$ cat src/hw/rtl/multi_button_debounce_long_press_macros.svh
// ----------------------------------------------------------------------------
// Assertion macros for the button debouncer
// Shared concurrent-check wrappers, clocked on the rising edge and
// disabled while reset is asserted.
// ----------------------------------------------------------------------------
`ifndef MULTI_BUTTON_DEBOUNCE_LONG_PRESS_MACROS_SVH
`define MULTI_BUTTON_DEBOUNCE_LONG_PRESS_MACROS_SVH

// same-cycle implication
`define MBDLP_ASSERT_NOW(lbl, clk, rst_n, ante, cons, msg) \
    lbl: assert property (@(posedge clk) disable iff (!(rst_n)) (ante) |-> (cons)) \
        else $error(msg);

// next-cycle implication
`define MBDLP_ASSERT_NEXT(lbl, clk, rst_n, ante, cons, msg) \
    lbl: assert property (@(posedge clk) disable iff (!(rst_n)) (ante) |=> (cons)) \
        else $error(msg);

`endif

$ cat src/hw/rtl/mbdlp_pkg.sv
// ----------------------------------------------------------------------------
// mbdlp_pkg
// Types and constants shared by the button debouncer modules.
// ----------------------------------------------------------------------------
package mbdlp_pkg;

    localparam int BUTTONS_DEFAULT = 8;
    localparam int MASK_W          = 8;
    localparam int IDX_W           = 3;
    localparam int DEB_W           = 16;
    localparam int DUR_W           = 32;
    localparam int CFG_IDX_W       = 2;
    localparam int CFG_DATA_W      = 32;

    localparam logic [DEB_W-1:0] DEBOUNCE_DEFAULT   = 16'd50;
    localparam logic [DUR_W-1:0] LONG_PRESS_DEFAULT = 32'd1000;

    typedef enum logic {
        CMD_TICK  = 1'b0,
        CMD_QUERY = 1'b1
    } cmd_t;

    localparam logic [CFG_IDX_W-1:0] REG_ENABLED_MASK    = 2'd0;
    localparam logic [CFG_IDX_W-1:0] REG_ACTIVE_LOW_MASK = 2'd1;
    localparam logic [CFG_IDX_W-1:0] REG_DEBOUNCE_TICKS  = 2'd2;
    localparam logic [CFG_IDX_W-1:0] REG_LONG_PRESS      = 2'd3;

    typedef struct packed {
        cmd_t              command;
        logic [MASK_W-1:0] pin_levels;
        logic [IDX_W-1:0]  button_index;
    } in_item_t;

    typedef struct packed {
        logic              press_seen;
        logic              release_seen;
        logic              long_press_seen;
        logic              is_held;
        logic [DUR_W-1:0]  held_duration;
        logic [MASK_W-1:0] held_levels;
    } out_item_t;

    // per-lane strobes from the top level
    typedef struct packed {
        logic tick;
        logic clear;
        logic level;     // polarity-corrected pin level
    } lane_ctrl_t;

    typedef struct packed {
        logic [DEB_W-1:0] deb;
        logic [DUR_W-1:0] lng;
    } lane_cfg_t;

    typedef struct packed {
        logic             press_flag;
        logic             release_flag;
        logic             long_flag;
        logic             filt;
        logic             filt_next;  // filtered level after the current item
        logic [DUR_W-1:0] press_ticks;
    } lane_status_t;

endpackage

$ cat src/hw/rtl/mbdlp_lane.sv
// ----------------------------------------------------------------------------
// mbdlp_lane
// One button: stability counter, filtered level, edge and long-press flags.
// ----------------------------------------------------------------------------
module mbdlp_lane (
    input  logic                     aclk,
    input  logic                     aresetn,
    input  mbdlp_pkg::lane_ctrl_t    ctrl,
    input  mbdlp_pkg::lane_cfg_t     cfg,
    output mbdlp_pkg::lane_status_t  stat
);

`include "multi_button_debounce_long_press_macros.svh"

    logic                        last_reg, last_next;
    logic                        filt_reg, filt_next;
    logic [mbdlp_pkg::DEB_W-1:0] stable_reg, stable_next;
    logic [mbdlp_pkg::DUR_W-1:0] press_ticks_reg, press_ticks_next;
    logic                        press_reg, press_next;
    logic                        release_reg, release_next;
    logic                        long_reg, long_next;
    logic                        done_reg, done_next;

    always_comb begin
        last_next        = last_reg;
        filt_next        = filt_reg;
        stable_next      = stable_reg;
        press_ticks_next = press_ticks_reg;
        press_next       = press_reg;
        release_next     = release_reg;
        long_next        = long_reg;
        done_next        = done_reg;
        if (ctrl.tick) begin
            if (filt_reg && (press_ticks_reg != '1)) begin
                press_ticks_next = press_ticks_reg + 1'b1;
            end
            if (ctrl.level != last_reg) begin
                last_next   = ctrl.level;
                stable_next = '0;
            end else if (stable_reg != '1) begin
                stable_next = stable_reg + 1'b1;
            end
            if (stable_next >= cfg.deb) begin
                filt_next = ctrl.level;
                if (!filt_reg && ctrl.level) begin
                    press_next       = 1'b1;
                    press_ticks_next = '0;
                    done_next        = 1'b0;
                end
                if (filt_reg && !ctrl.level) begin
                    release_next = 1'b1;
                end
                if (ctrl.level && !done_next && (press_ticks_next >= cfg.lng)) begin
                    long_next = 1'b1;
                    done_next = 1'b1;
                end
            end
        end else if (ctrl.clear) begin
            press_next   = 1'b0;
            release_next = 1'b0;
            long_next    = 1'b0;
        end
    end

    always_ff @(posedge aclk) begin
        if (!aresetn) begin
            last_reg        <= 1'b0;
            filt_reg        <= 1'b0;
            stable_reg      <= '0;
            press_ticks_reg <= '0;
            press_reg       <= 1'b0;
            release_reg     <= 1'b0;
            long_reg        <= 1'b0;
            done_reg        <= 1'b0;
        end else begin
            last_reg        <= last_next;
            filt_reg        <= filt_next;
            stable_reg      <= stable_next;
            press_ticks_reg <= press_ticks_next;
            press_reg       <= press_next;
            release_reg     <= release_next;
            long_reg        <= long_next;
            done_reg        <= done_next;
        end
    end

    assign stat.press_flag   = press_reg;
    assign stat.release_flag = release_reg;
    assign stat.long_flag    = long_reg;
    assign stat.filt         = filt_reg;
    assign stat.filt_next    = filt_next;
    assign stat.press_ticks  = press_ticks_reg;

    // a new press edge always restarts the held counter
    `MBDLP_ASSERT_NOW(a_press_restarts, aclk, aresetn, ($rose(press_reg) && filt_reg && !$past(filt_reg)), (press_ticks_reg == '0), "press edge without held counter restart")
    // long-press flag only rises together with its one-shot marker
    `MBDLP_ASSERT_NOW(a_long_one_shot, aclk, aresetn, $rose(long_reg), (done_reg && filt_reg), "long-press flag set without one-shot marker")

endmodule

$ cat src/hw/rtl/mbdlp_merge.sv
// ----------------------------------------------------------------------------
// mbdlp_merge
// Picks the queried lane, gathers held levels, and holds results in a
// two-entry output buffer.
// ----------------------------------------------------------------------------
module mbdlp_merge #(
    parameter int LANES = mbdlp_pkg::BUTTONS_DEFAULT
) (
    input  logic                     aclk,
    input  logic                     aresetn,
    input  logic                     accept,
    input  mbdlp_pkg::in_item_t      item,
    input  logic [LANES-1:0]         enabled,
    input  mbdlp_pkg::lane_status_t  lane_stat [LANES],
    output logic                     s_ready,
    output logic                     m_valid,
    input  logic                     m_ready,
    output mbdlp_pkg::out_item_t     m_item
);

`include "multi_button_debounce_long_press_macros.svh"

    mbdlp_pkg::out_item_t    res;
    mbdlp_pkg::lane_status_t sel;
    logic                    hit;

    mbdlp_pkg::out_item_t out_reg;
    mbdlp_pkg::out_item_t skid_reg;
    logic                 out_valid_reg;
    logic                 skid_valid_reg;

    always_comb begin
        sel = '0;
        hit = 1'b0;
        for (int i = 0; i < LANES; i++) begin
            if (item.button_index == mbdlp_pkg::IDX_W'(i)) begin
                sel = lane_stat[i];
                hit = enabled[i];
            end
        end
        res = '0;
        if ((item.command == mbdlp_pkg::CMD_QUERY) && hit) begin
            res.press_seen      = sel.press_flag;
            res.release_seen    = sel.release_flag;
            res.long_press_seen = sel.long_flag;
            res.is_held         = sel.filt;
            res.held_duration   = sel.filt ? sel.press_ticks : '0;
        end
        for (int i = 0; i < LANES; i++) begin
            res.held_levels[i] = enabled[i] & lane_stat[i].filt_next;
        end
    end

    always_ff @(posedge aclk) begin
        if (!aresetn) begin
            out_valid_reg  <= 1'b0;
            skid_valid_reg <= 1'b0;
        end else if (out_valid_reg && m_ready) begin
            if (skid_valid_reg) begin
                out_reg        <= skid_reg;
                skid_valid_reg <= 1'b0;
            end else if (accept) begin
                out_reg <= res;
            end else begin
                out_valid_reg <= 1'b0;
            end
        end else if (accept) begin
            if (!out_valid_reg) begin
                out_reg       <= res;
                out_valid_reg <= 1'b1;
            end else begin
                skid_reg       <= res;
                skid_valid_reg <= 1'b1;
            end
        end
    end

    assign s_ready = !skid_valid_reg;
    assign m_valid = out_valid_reg;
    assign m_item  = out_reg;

    `MBDLP_ASSERT_NOW(a_skid_behind_out, aclk, aresetn, skid_valid_reg, out_valid_reg, "skid entry held with empty output stage")
    `MBDLP_ASSERT_NEXT(a_stall_fills_skid, aclk, aresetn, (accept && out_valid_reg && !m_ready), skid_valid_reg, "item accepted under stall was not buffered")
    `MBDLP_ASSERT_NOW(a_duration_when_held, aclk, aresetn, (out_valid_reg && (out_reg.held_duration != '0)), out_reg.is_held, "held duration reported for a released button")

endmodule

$ cat src/hw/rtl/multi_button_debounce_long_press.sv
// ----------------------------------------------------------------------------
// multi_button_debounce_long_press
// Debouncer for up to eight buttons with press, release and long-press flags.
// ----------------------------------------------------------------------------
// Usage:
//   s_* channel (valid/ready) takes items. A tick item (command = CMD_TICK)
//   carries the raw pin levels of all buttons; a query item (CMD_QUERY)
//   reads one button's press/release/long-press flags, held state and held
//   duration, then clears its flags. Every item gives exactly one result
//   item on the m_* channel; held_levels always shows the filtered level of
//   every enabled button after the item.
//   Configuration: cfg_we/cfg_index/cfg_wdata write the enable mask, the
//   active-low mask, the debounce time and the long-press time; write only
//   while no item is in flight. A zero time falls back to the default.
//   Throughput: one item per cycle while s_ready is high; all button lanes
//   update in parallel in the cycle the item is accepted. Each result is
//   registered in the output buffer before it is shown on the m_* channel.
//   Stall: a two-entry output buffer keeps taking items while one result
//   waits; s_ready drops only when both entries are full.
//   Reset (aresetn low, synchronous): all button state and flags clear,
//   registers return to their defaults, buffer empties.
// ----------------------------------------------------------------------------
module multi_button_debounce_long_press #(
    parameter int BUTTONS = mbdlp_pkg::BUTTONS_DEFAULT
) (
    input  logic                                aclk,
    input  logic                                aresetn,
    // configuration
    input  logic                                cfg_we,
    input  logic [mbdlp_pkg::CFG_IDX_W-1:0]     cfg_index,
    input  logic [mbdlp_pkg::CFG_DATA_W-1:0]    cfg_wdata,
    // input items
    input  logic                                s_valid,
    output logic                                s_ready,
    input  mbdlp_pkg::in_item_t                 s_item,
    // result items
    output logic                                m_valid,
    input  logic                                m_ready,
    output mbdlp_pkg::out_item_t                m_item
);

    // only the first eight buttons have mask bits; the rest never exist
    localparam int LANES = (BUTTONS < mbdlp_pkg::MASK_W) ? BUTTONS : mbdlp_pkg::MASK_W;

    logic [mbdlp_pkg::MASK_W-1:0] enabled_mask_reg;
    logic [mbdlp_pkg::MASK_W-1:0] active_low_mask_reg;
    logic [mbdlp_pkg::DEB_W-1:0]  debounce_reg;
    logic [mbdlp_pkg::DUR_W-1:0]  long_press_reg;

    // register file; writes are plain, no read-back
    always_ff @(posedge aclk) begin
        if (!aresetn) begin
            enabled_mask_reg    <= '0;
            active_low_mask_reg <= '1;
            debounce_reg        <= mbdlp_pkg::DEBOUNCE_DEFAULT;
            long_press_reg      <= mbdlp_pkg::LONG_PRESS_DEFAULT;
        end else if (cfg_we) begin
            case (cfg_index)
                mbdlp_pkg::REG_ENABLED_MASK:
                    enabled_mask_reg <= cfg_wdata[mbdlp_pkg::MASK_W-1:0];
                mbdlp_pkg::REG_ACTIVE_LOW_MASK:
                    active_low_mask_reg <= cfg_wdata[mbdlp_pkg::MASK_W-1:0];
                mbdlp_pkg::REG_DEBOUNCE_TICKS:
                    debounce_reg <= cfg_wdata[mbdlp_pkg::DEB_W-1:0];
                mbdlp_pkg::REG_LONG_PRESS:
                    long_press_reg <= cfg_wdata[mbdlp_pkg::DUR_W-1:0];
                default: ;
            endcase
        end
    end

    logic                    accept;
    mbdlp_pkg::lane_cfg_t    lane_cfg;
    mbdlp_pkg::lane_status_t lane_stat [LANES];

    assign accept = s_valid && s_ready;

    // zero times fall back to the defaults
    assign lane_cfg.deb = (debounce_reg == '0) ? mbdlp_pkg::DEBOUNCE_DEFAULT : debounce_reg;
    assign lane_cfg.lng = (long_press_reg == '0) ? mbdlp_pkg::LONG_PRESS_DEFAULT
                                                 : long_press_reg;

    // one lane per button; disabled lanes see no strobes and hold state
    for (genvar g = 0; g < LANES; g++) begin : g_lane
        mbdlp_pkg::lane_ctrl_t ctrl;

        assign ctrl.tick  = accept && (s_item.command == mbdlp_pkg::CMD_TICK)
                            && enabled_mask_reg[g];
        assign ctrl.clear = accept && (s_item.command == mbdlp_pkg::CMD_QUERY)
                            && enabled_mask_reg[g]
                            && (s_item.button_index == mbdlp_pkg::IDX_W'(g));
        assign ctrl.level = s_item.pin_levels[g] ^ active_low_mask_reg[g];

        mbdlp_lane u_lane (
            .aclk    (aclk),
            .aresetn (aresetn),
            .ctrl    (ctrl),
            .cfg     (lane_cfg),
            .stat    (lane_stat[g])
        );
    end

    // query select, held-level gather, output buffer
    mbdlp_merge #(
        .LANES (LANES)
    ) u_merge (
        .aclk      (aclk),
        .aresetn   (aresetn),
        .accept    (accept),
        .item      (s_item),
        .enabled   (enabled_mask_reg[LANES-1:0]),
        .lane_stat (lane_stat),
        .s_ready   (s_ready),
        .m_valid   (m_valid),
        .m_ready   (m_ready),
        .m_item    (m_item)
    );

endmodule
$ cat config.mk
export PLATFORM = sky130hd
export DESIGN_NAME = multi_button_debounce_long_press
export DESIGN_NICKNAME = d
export VERILOG_FILES = /design/src/hw/rtl/mbdlp_pkg.sv /design/src/hw/rtl/mbdlp_lane.sv /design/src/hw/rtl/mbdlp_merge.sv /design/src/hw/rtl/multi_button_debounce_long_press.sv
export VERILOG_INCLUDE_DIRS = /design/src /design/src/hw/rtl
export SDC_FILE = /design/constraint.sdc
export NUM_CORES = 2
export LEC_CHECK = 0
export BUFFER_PORTS_ARGS = -buffer_cell sky130_fd_sc_hd__buf_2
export CORE_UTILIZATION = 45
export CTS_CLUSTER_SIZE = 10
export DETAILED_ROUTE_END_ITERATION = 16
export PLACE_DENSITY_LB_ADDON = 0.1
export SYNTH_ARGS = -nofsm -noshare
export SYNTH_HDL_FRONTEND = slang
export SYNTH_SLANG_ARGS = --single-unit
export TNS_END_PERCENT = 10
$ cat constraint.sdc
create_clock -name aclk -period 9.02 [get_ports aclk]
set_clock_uncertainty 0.1 [all_clocks]
set_input_delay 0.902 -clock aclk [delete_from_list [all_inputs] [get_ports aclk]]
set_output_delay 0.902 -clock aclk [all_outputs]
set_load 0.005 [all_outputs]
* After elaboration in Yosys (flattened, before gate mapping)
Cells that the tools add are included.
** Word-level totals
- Register bits :: 586
- Input bits :: 51
- Output and inout bits :: 46
- Logic and storage cells :: 580
** Operators by class
- $add $sub $neg :: 16
- Order comparisons :: 16
- Equality and inequality tests :: 69
- Multiplexer cells :: 221
- Bitwise logic cells :: 19
- Reductions and logical operators :: 157
** Operators with widths (number)
- 32-bit two-way mux :: 42
- 16-bit two-way mux :: 25
- 37-bit two-way mux :: 8
- 32-bit by 1-bit adder with 32-bit output, second input constant :: 8
- 32-bit greater-or-equal comparator :: 8
- 32-bit != test, second input constant :: 8
- 44-bit two-way mux :: 5
- 1-bit two-way mux :: 140
- 16-bit by 1-bit adder with 16-bit output, second input constant :: 8
- 16-bit greater-or-equal comparator :: 8
- 16-bit != test, second input constant :: 8
- 3-bit AND reduction :: 25
- 1-bit logical AND :: 69
- 2-bit by 1-bit != test with 1-bit output, second input constant :: 32
- 2-bit AND reduction :: 21
- 36-bit two-way mux :: 1
- 32-bit logical NOT :: 1
- 1-bit logical NOT :: 25
- 2-bit nonzero test :: 10
- 16-bit logical NOT :: 1
- 3-bit == test, second input constant :: 4
- 1-bit AND :: 8
- 1-bit != test :: 8
- 4-bit AND reduction :: 2
- other kinds (10) :: 23

* Depth between registers and ports, before layout
- Depth after elaboration :: 21
- Mapped depth :: 18
- Mapped depth without buffers :: 16

* Cells and area by module
A second synthesis with hierarchy kept.
** Second synthesis, totals
- Cells, all modules :: 6210
- Area, all modules :: 48555.3 µm²
** Modules (own cells, without submodules)
- mbdlp_lane at g_lane[2].u_lane ... :: times used 3, cells an instance 652, area an instance 4787.1 µm², sequential area each 1081.0 µm²
- mbdlp_lane at g_lane[0].u_lane ... :: times used 2, cells an instance 672, area an instance 5056.1 µm², sequential area each 1081.0 µm²
- mbdlp_merge :: times used 1, cells an instance 527, area an instance 6180.9 µm², sequential area each 2682.6 µm²
- mbdlp_lane at g_lane[7].u_lane :: times used 1, cells an instance 681, area an instance 5078.6 µm², sequential area each 1081.0 µm²
- mbdlp_lane at g_lane[1].u_lane :: times used 1, cells an instance 675, area an instance 4964.8 µm², sequential area each 1081.0 µm²
- mbdlp_lane at g_lane[3].u_lane :: times used 1, cells an instance 656, area an instance 4942.2 µm², sequential area each 1081.0 µm²
- multi_button_debounce_long_press :: times used 1, cells an instance 371, area an instance 2915.3 µm², sequential area each 1281.2 µm²

* Worst setup path before layout
OpenSTA, ideal clock, no wires.
- Kind :: input to register
- Start :: input port s_item[4] (netlist name)
- End :: register u_merge.out_reg, in the netlist u_merge.m_item[1], data pin
- Library setup time :: 0.267 ns
- Arrival time :: 4.102 ns
- Required time :: 8.653 ns
- Path slack :: 4.551 ns
- Cell stages on the path :: 13
- Buffers on the path :: 2
- Cells stage by stage :: xnor2_1 xnor2_1 clkbuf_1 clkbuf_1 nor2_1 ha_1 nand2_1 o21ai_0 a311oi_1 o31ai_1 nor3b_1 mux2i_1 o31ai_1
** On the way
- Cells in the longest elaborated chain, start to end :: 11
- Elaborated cells between the ends (all ways) :: 13
- Those cells by class :: order compare: 1; eq/ne: 1; mux: 9; bitwise: 2
** RTL lines
- from (decl) :: line multi_button_debounce_long_press.sv:35 : input mbdlp_pkg::in_item_t s_item,
- 1-bit XOR * :: line multi_button_debounce_long_press.sv:92 : assign ctrl.level = s_item.pin_levels[g] ^ active_low_mask_reg[g];
- 1-bit != test :: line mbdlp_lane.sv:37 : if (ctrl.level != last_reg) begin
- 16-bit two-way mux :: line mbdlp_lane.sv:37
- 16-bit two-way mux :: line mbdlp_lane.sv:33 : if (ctrl.tick) begin
- 16-bit greater-or-equal comparator :: line mbdlp_lane.sv:43 : if (stable_next >= cfg.deb) begin
- 1-bit two-way mux * :: line mbdlp_lane.sv:43
- 1-bit two-way mux * :: line mbdlp_lane.sv:33
- 1-bit AND * :: line mbdlp_merge.sv:50 : res.held_levels[i] = enabled[i] & lane_stat[i].filt_next;
- 44-bit two-way mux (on tied branches) :: line mbdlp_merge.sv:68, mbdlp_merge.sv:62
- 44-bit two-way mux (on tied branches) :: line mbdlp_merge.sv:67, mbdlp_merge.sv:59
- 44-bit two-way mux * :: line mbdlp_merge.sv:58 : end else if (out_valid_reg && m_ready) begin
- to (signal assigned) :: line mbdlp_merge.sv:60 : out_reg <= skid_reg;
- to (signal assigned) :: line mbdlp_merge.sv:63 : out_reg <= res;
- to (signal assigned) :: line mbdlp_merge.sv:69 : out_reg <= res;
- to (decl) :: line mbdlp_merge.sv:27 : mbdlp_pkg::out_item_t out_reg;
Mark *: on every way between the ends. The rest lies on a longest branch, timed or not. The select of a mux whose other input is x is not followed.
A chain may end at the register's enable or synchronous reset.

* Final worst setup path
- Start :: register g_lane[5].u_lane.stable_reg[0] (netlist name)
- End :: register g_lane[5].u_lane.press_ticks_reg[31] (netlist name)
** On the way
- Cells in the longest elaborated chain, start to end :: 6
- Elaborated cells between the ends (all ways) :: 7
- Those cells by class :: add/sub: 1; order compare: 1; eq/ne: 1; mux: 4
** RTL lines
- from (decl) :: line mbdlp_lane.sv:17 : logic [mbdlp_pkg::DEB_W-1:0] stable_reg, stable_next;
- from (signal assigned) :: line mbdlp_lane.sv:78 : stable_reg <= stable_next;
- 16-bit by 1-bit adder with 16-bit output or 16-bit != test (tied branches) :: line mbdlp_lane.sv:41, mbdlp_lane.sv:40
- 16-bit two-way mux * :: line mbdlp_lane.sv:40 : end else if (stable_reg != '1) begin
- 16-bit two-way mux * :: line mbdlp_lane.sv:37
- 16-bit two-way mux * :: line mbdlp_lane.sv:33
- 16-bit greater-or-equal comparator * :: line mbdlp_lane.sv:43
- 32-bit two-way mux * :: line mbdlp_lane.sv:43
- to (signal assigned) :: line mbdlp_lane.sv:79 : press_ticks_reg <= press_ticks_next;
- to (decl) :: line mbdlp_lane.sv:18 : logic [mbdlp_pkg::DUR_W-1:0] press_ticks_reg, press_ticks_next;
Marks and branches as above.

==> impl_metrics.ini <==
[worst_setup_path]
r2r-start = g_lane[5].u_lane.stable_reg[0]
worstPathRequired_ps = 9520
cpMostUsedCell = nor2_1
worst_setup_path_start_kind = register
worstPathArrival_ps = 5650
r2r_cells = 17
r2r_end = g_lane[5].u_lane.press_ticks_reg[31]
worst-path-buf-inv = 1
critical_path.endpoint_type = register
crit_chain = ha_1 -> nand4_1 -> or2_2 -> nor3_2 -> nor2_1 -> nand2_1 -> xor2_1 -> nor2_1 -> ha_1 -> nand2_1 -> o21ai_0 -> a221oi_1 -> o221ai_2 -> buf_4 -> nor2_1 -> and3_1 -> a211o_1
slowest_stage = nor2_1
crit_path_max_incr_delay_ps = 930
reg2reg_slack_ps = 3880
cpLargestDelayFamily = simple AND/OR/NAND/NOR gates
timing_worst_setup_path_type = reg -> reg
crit_fanout = 33

[cts]
post_cts_resized = 0
cts-root-buf = clkbuf_16
hold_buffers = 0
clockBufferDepth = 3
cts-buffers-inserted = 77
cts_setup_buffers = 0
h-tree-depth = 3
clock_latency_ps = 670
cts_sinks = 586
cts_tree = done
cts.clk_slew.worst_paths_ps = 60

[min_path]
holdCritPathClass = reg -> reg
hold_end = g_lane[5].u_lane.long_reg
min_from = g_lane[5].u_lane.long_reg
hold_path_depth = 2

[layout]
drive_gt1_share_pct = 8.658
area_growth_pct = 8.560
largest_register_ffs = 256
layout_common_cells = nor2_1 (684), nand2_1 (620), dfxtp_1 (498)
layout.nets = 6143
final_common_cell = nor2_1

[floorplanning]
num_io_pins = 97
dieArea_um2 = 101700
start_util_pct = 45.65
die_width_um = 318.9
row_count = 115
core-area_um2 = 98990
fp.dieH_um = 318.9

[sta]
hold_viol = 0
setup_tns_ps = 0
slew_headroom_pct = 15.53
hold_slack_ps = 358.7
finalCritPeriodShare_pct = 57.01
setup_viol = 0
rsz0062_at_grt = no
tightest_slew_ps = 1264
slew_violations = 0
fmax_mhz = 194.5
fin_crit_ps = 5143

[global_routing]
grt_overflow_total = 0
grt_max_degree = 114
antenna_found_initial = 9
grt_usage_pct = 33.55
grt_pass1_wl_um = 258200
grt_pass1_vias = 40180

[pwr]
power_mw = 6.455
p_per_area_nw_per_um2 = 131.6
leakage_nw = 18.59
ir_drop_v = 0.0001176

[drt]
routed_wl_um = 175500
antenna_left = 0
route.vias.total = 44770
post-route-drc-count = 0
dr.first_iter.drc_count = 4640
firstDrtPassIters = 6
viasPerCell = 6.358
routedWlPerCell_um = 24.92

[synth]
yosys.area.top_type = dfxtp_1
syn_area_per_cell_um2 = 7.813
yosys.cell_types.count = 108
synth-main-ff-cell = dfxtp_1
syn_area_um2 = 45200
ys_ff_latch = 586
yosysSeqAreaShare_pct = 27.91
ys_top_cells_by_area = dfxtp_1 (22%), ha_1 (11%), edfxtp_1 (5.8%)
synth_warnings = 0
synth_edf_count = 88
netlist_instances = 5785
synth_top_area_share_pct = 22.06
synth_nets = 6236
synthArstFlopShare_pct = 0

[job]
cap_violations = 0

[outcome]
status = finished, final reports clean

[place]
hpwl_um = 126600
gp_congestion = 1.001
portBuffers = 96
==> routing by layer <==
| metal | vias to the layer above | GRT usage [%] | part of all wire, % |
|---|---|---|---|
| li1 | 21160 | - | - |
| met1 | 21270 | 46.13 | 43 |
| met2 | 1922 | 50.96 | 43 |
| met3 | 400 | 5.734 | 8.6 |
| met4 | 10 | 15.51 | 5.2 |
| met5 | - | 0 | 0.043 |
==> layout make-up <==
| cell class | instances | area [um2] |
|---|---|---|
| multi-input combinational | 4725 | 30750 |
| clock buffer | 118 | 2255 |
| antenna | 2 | 5.005 |
| sequential | 586 | 12610 |
| fill | 9807 | 49930 |
| timing repair buffer | 196 | 1255 |
| tap | 1287 | 1610 |
| clock inverter | 21 | 176.4 |
| inverter | 106 | 405.4 |
==> stage by stage <==
step                util (%)  std cells  setup WS (ps)  area [um2]
CTS                    49.56       7039           3957       49060
global placement       47.10       6900           3956       46630
global route           49.56       7039           3474       49060
detailed placement     47.10       6900           3791       46630
floorplan                  -       5785           4551       45200
finish                 49.56       7041           3877       49060
==> cell families after synthesis <==
logic type                 Yosys count  synth area share, %
buffers and inverters              474                4.230
AOI/OAI and AO/OA                 1423                19.93
DFF                                586                27.91
and+or+nand+nor                   2440                26.58
muxes                              135                3.912
xor gates and xnor gates           327                6.370
adders and majority gates          400                11.07
==> report_power, final <==
part / internal, mW / switching (mW)
sequential: 2.68 / 0.0430
clock: 1.78 / 1.28
combinational: 0.186 / 0.485
==> worst max path at each step <==
stage / slack, ps / depth (start not counted) / startpoint / to
detailed placement: 3790 / 13 / s_item[6] / g_lane[3].u_lane.press_ticks_reg[31]
finish: 3880 / 17 / g_lane[5].u_lane.stable_reg[0] / g_lane[5].u_lane.press_ticks_reg[31]
CTS: 3960 / 17 / g_lane[5].u_lane.stable_reg[0] / g_lane[5].u_lane.press_ticks_reg[31]
floorplan: 4550 / 13 / s_item[4] / u_merge.m_item[1]
global placement: 3960 / 14 / s_item[7] / g_lane[4].u_lane.press_ticks_reg[25]
global route: 3470 / 15 / g_lane[3].u_lane.stable_reg[0] / g_lane[3].u_lane.press_ticks_reg[27]
==> cells in the mapped netlist (15+ instances only) <==
| master | number |
|---|---|
| a31o_2 | 23 |
| o21ai_0 | 272 |
| and3_1 | 126 |
| o22ai_1 | 28 |
| or3_1 | 62 |
| xnor2_1 | 144 |
| nand4_1 | 170 |
| ha_1 | 400 |
| nand3b_1 | 16 |
| o21a_1 | 32 |
| nor2b_1 | 30 |
| nand3_1 | 271 |
| nor3_1 | 140 |
| mux2_2 | 23 |
| o211ai_1 | 25 |
| and4_1 | 59 |
| nand2_1 | 621 |
| or2_2 | 23 |
| and2_1 | 40 |
| mux2i_1 | 81 |
| a21oi_1 | 451 |
| nand2b_1 | 34 |
| a22oi_1 | 21 |
| mux4_2 | 31 |
| nand4b_1 | 18 |
| xor2_1 | 181 |
| inv_1 | 105 |
| dfxtp_1 | 498 |
| a21o_1 | 58 |
| a211oi_1 | 71 |
| o31ai_1 | 89 |
| buf_2 | 84 |
| a31oi_1 | 165 |
| a22o_1 | 15 |
| edfxtp_1 | 88 |
| nor2_1 | 697 |
| nor4_1 | 50 |
| clkbuf_1 | 258 |
==> tightest hold or removal path, stage by stage, from the launching register on <==
cell     delay [ps]
dfxtp_1         310
nand3_1          60
nand2_1          50
(Power assumes the default switching activity.)
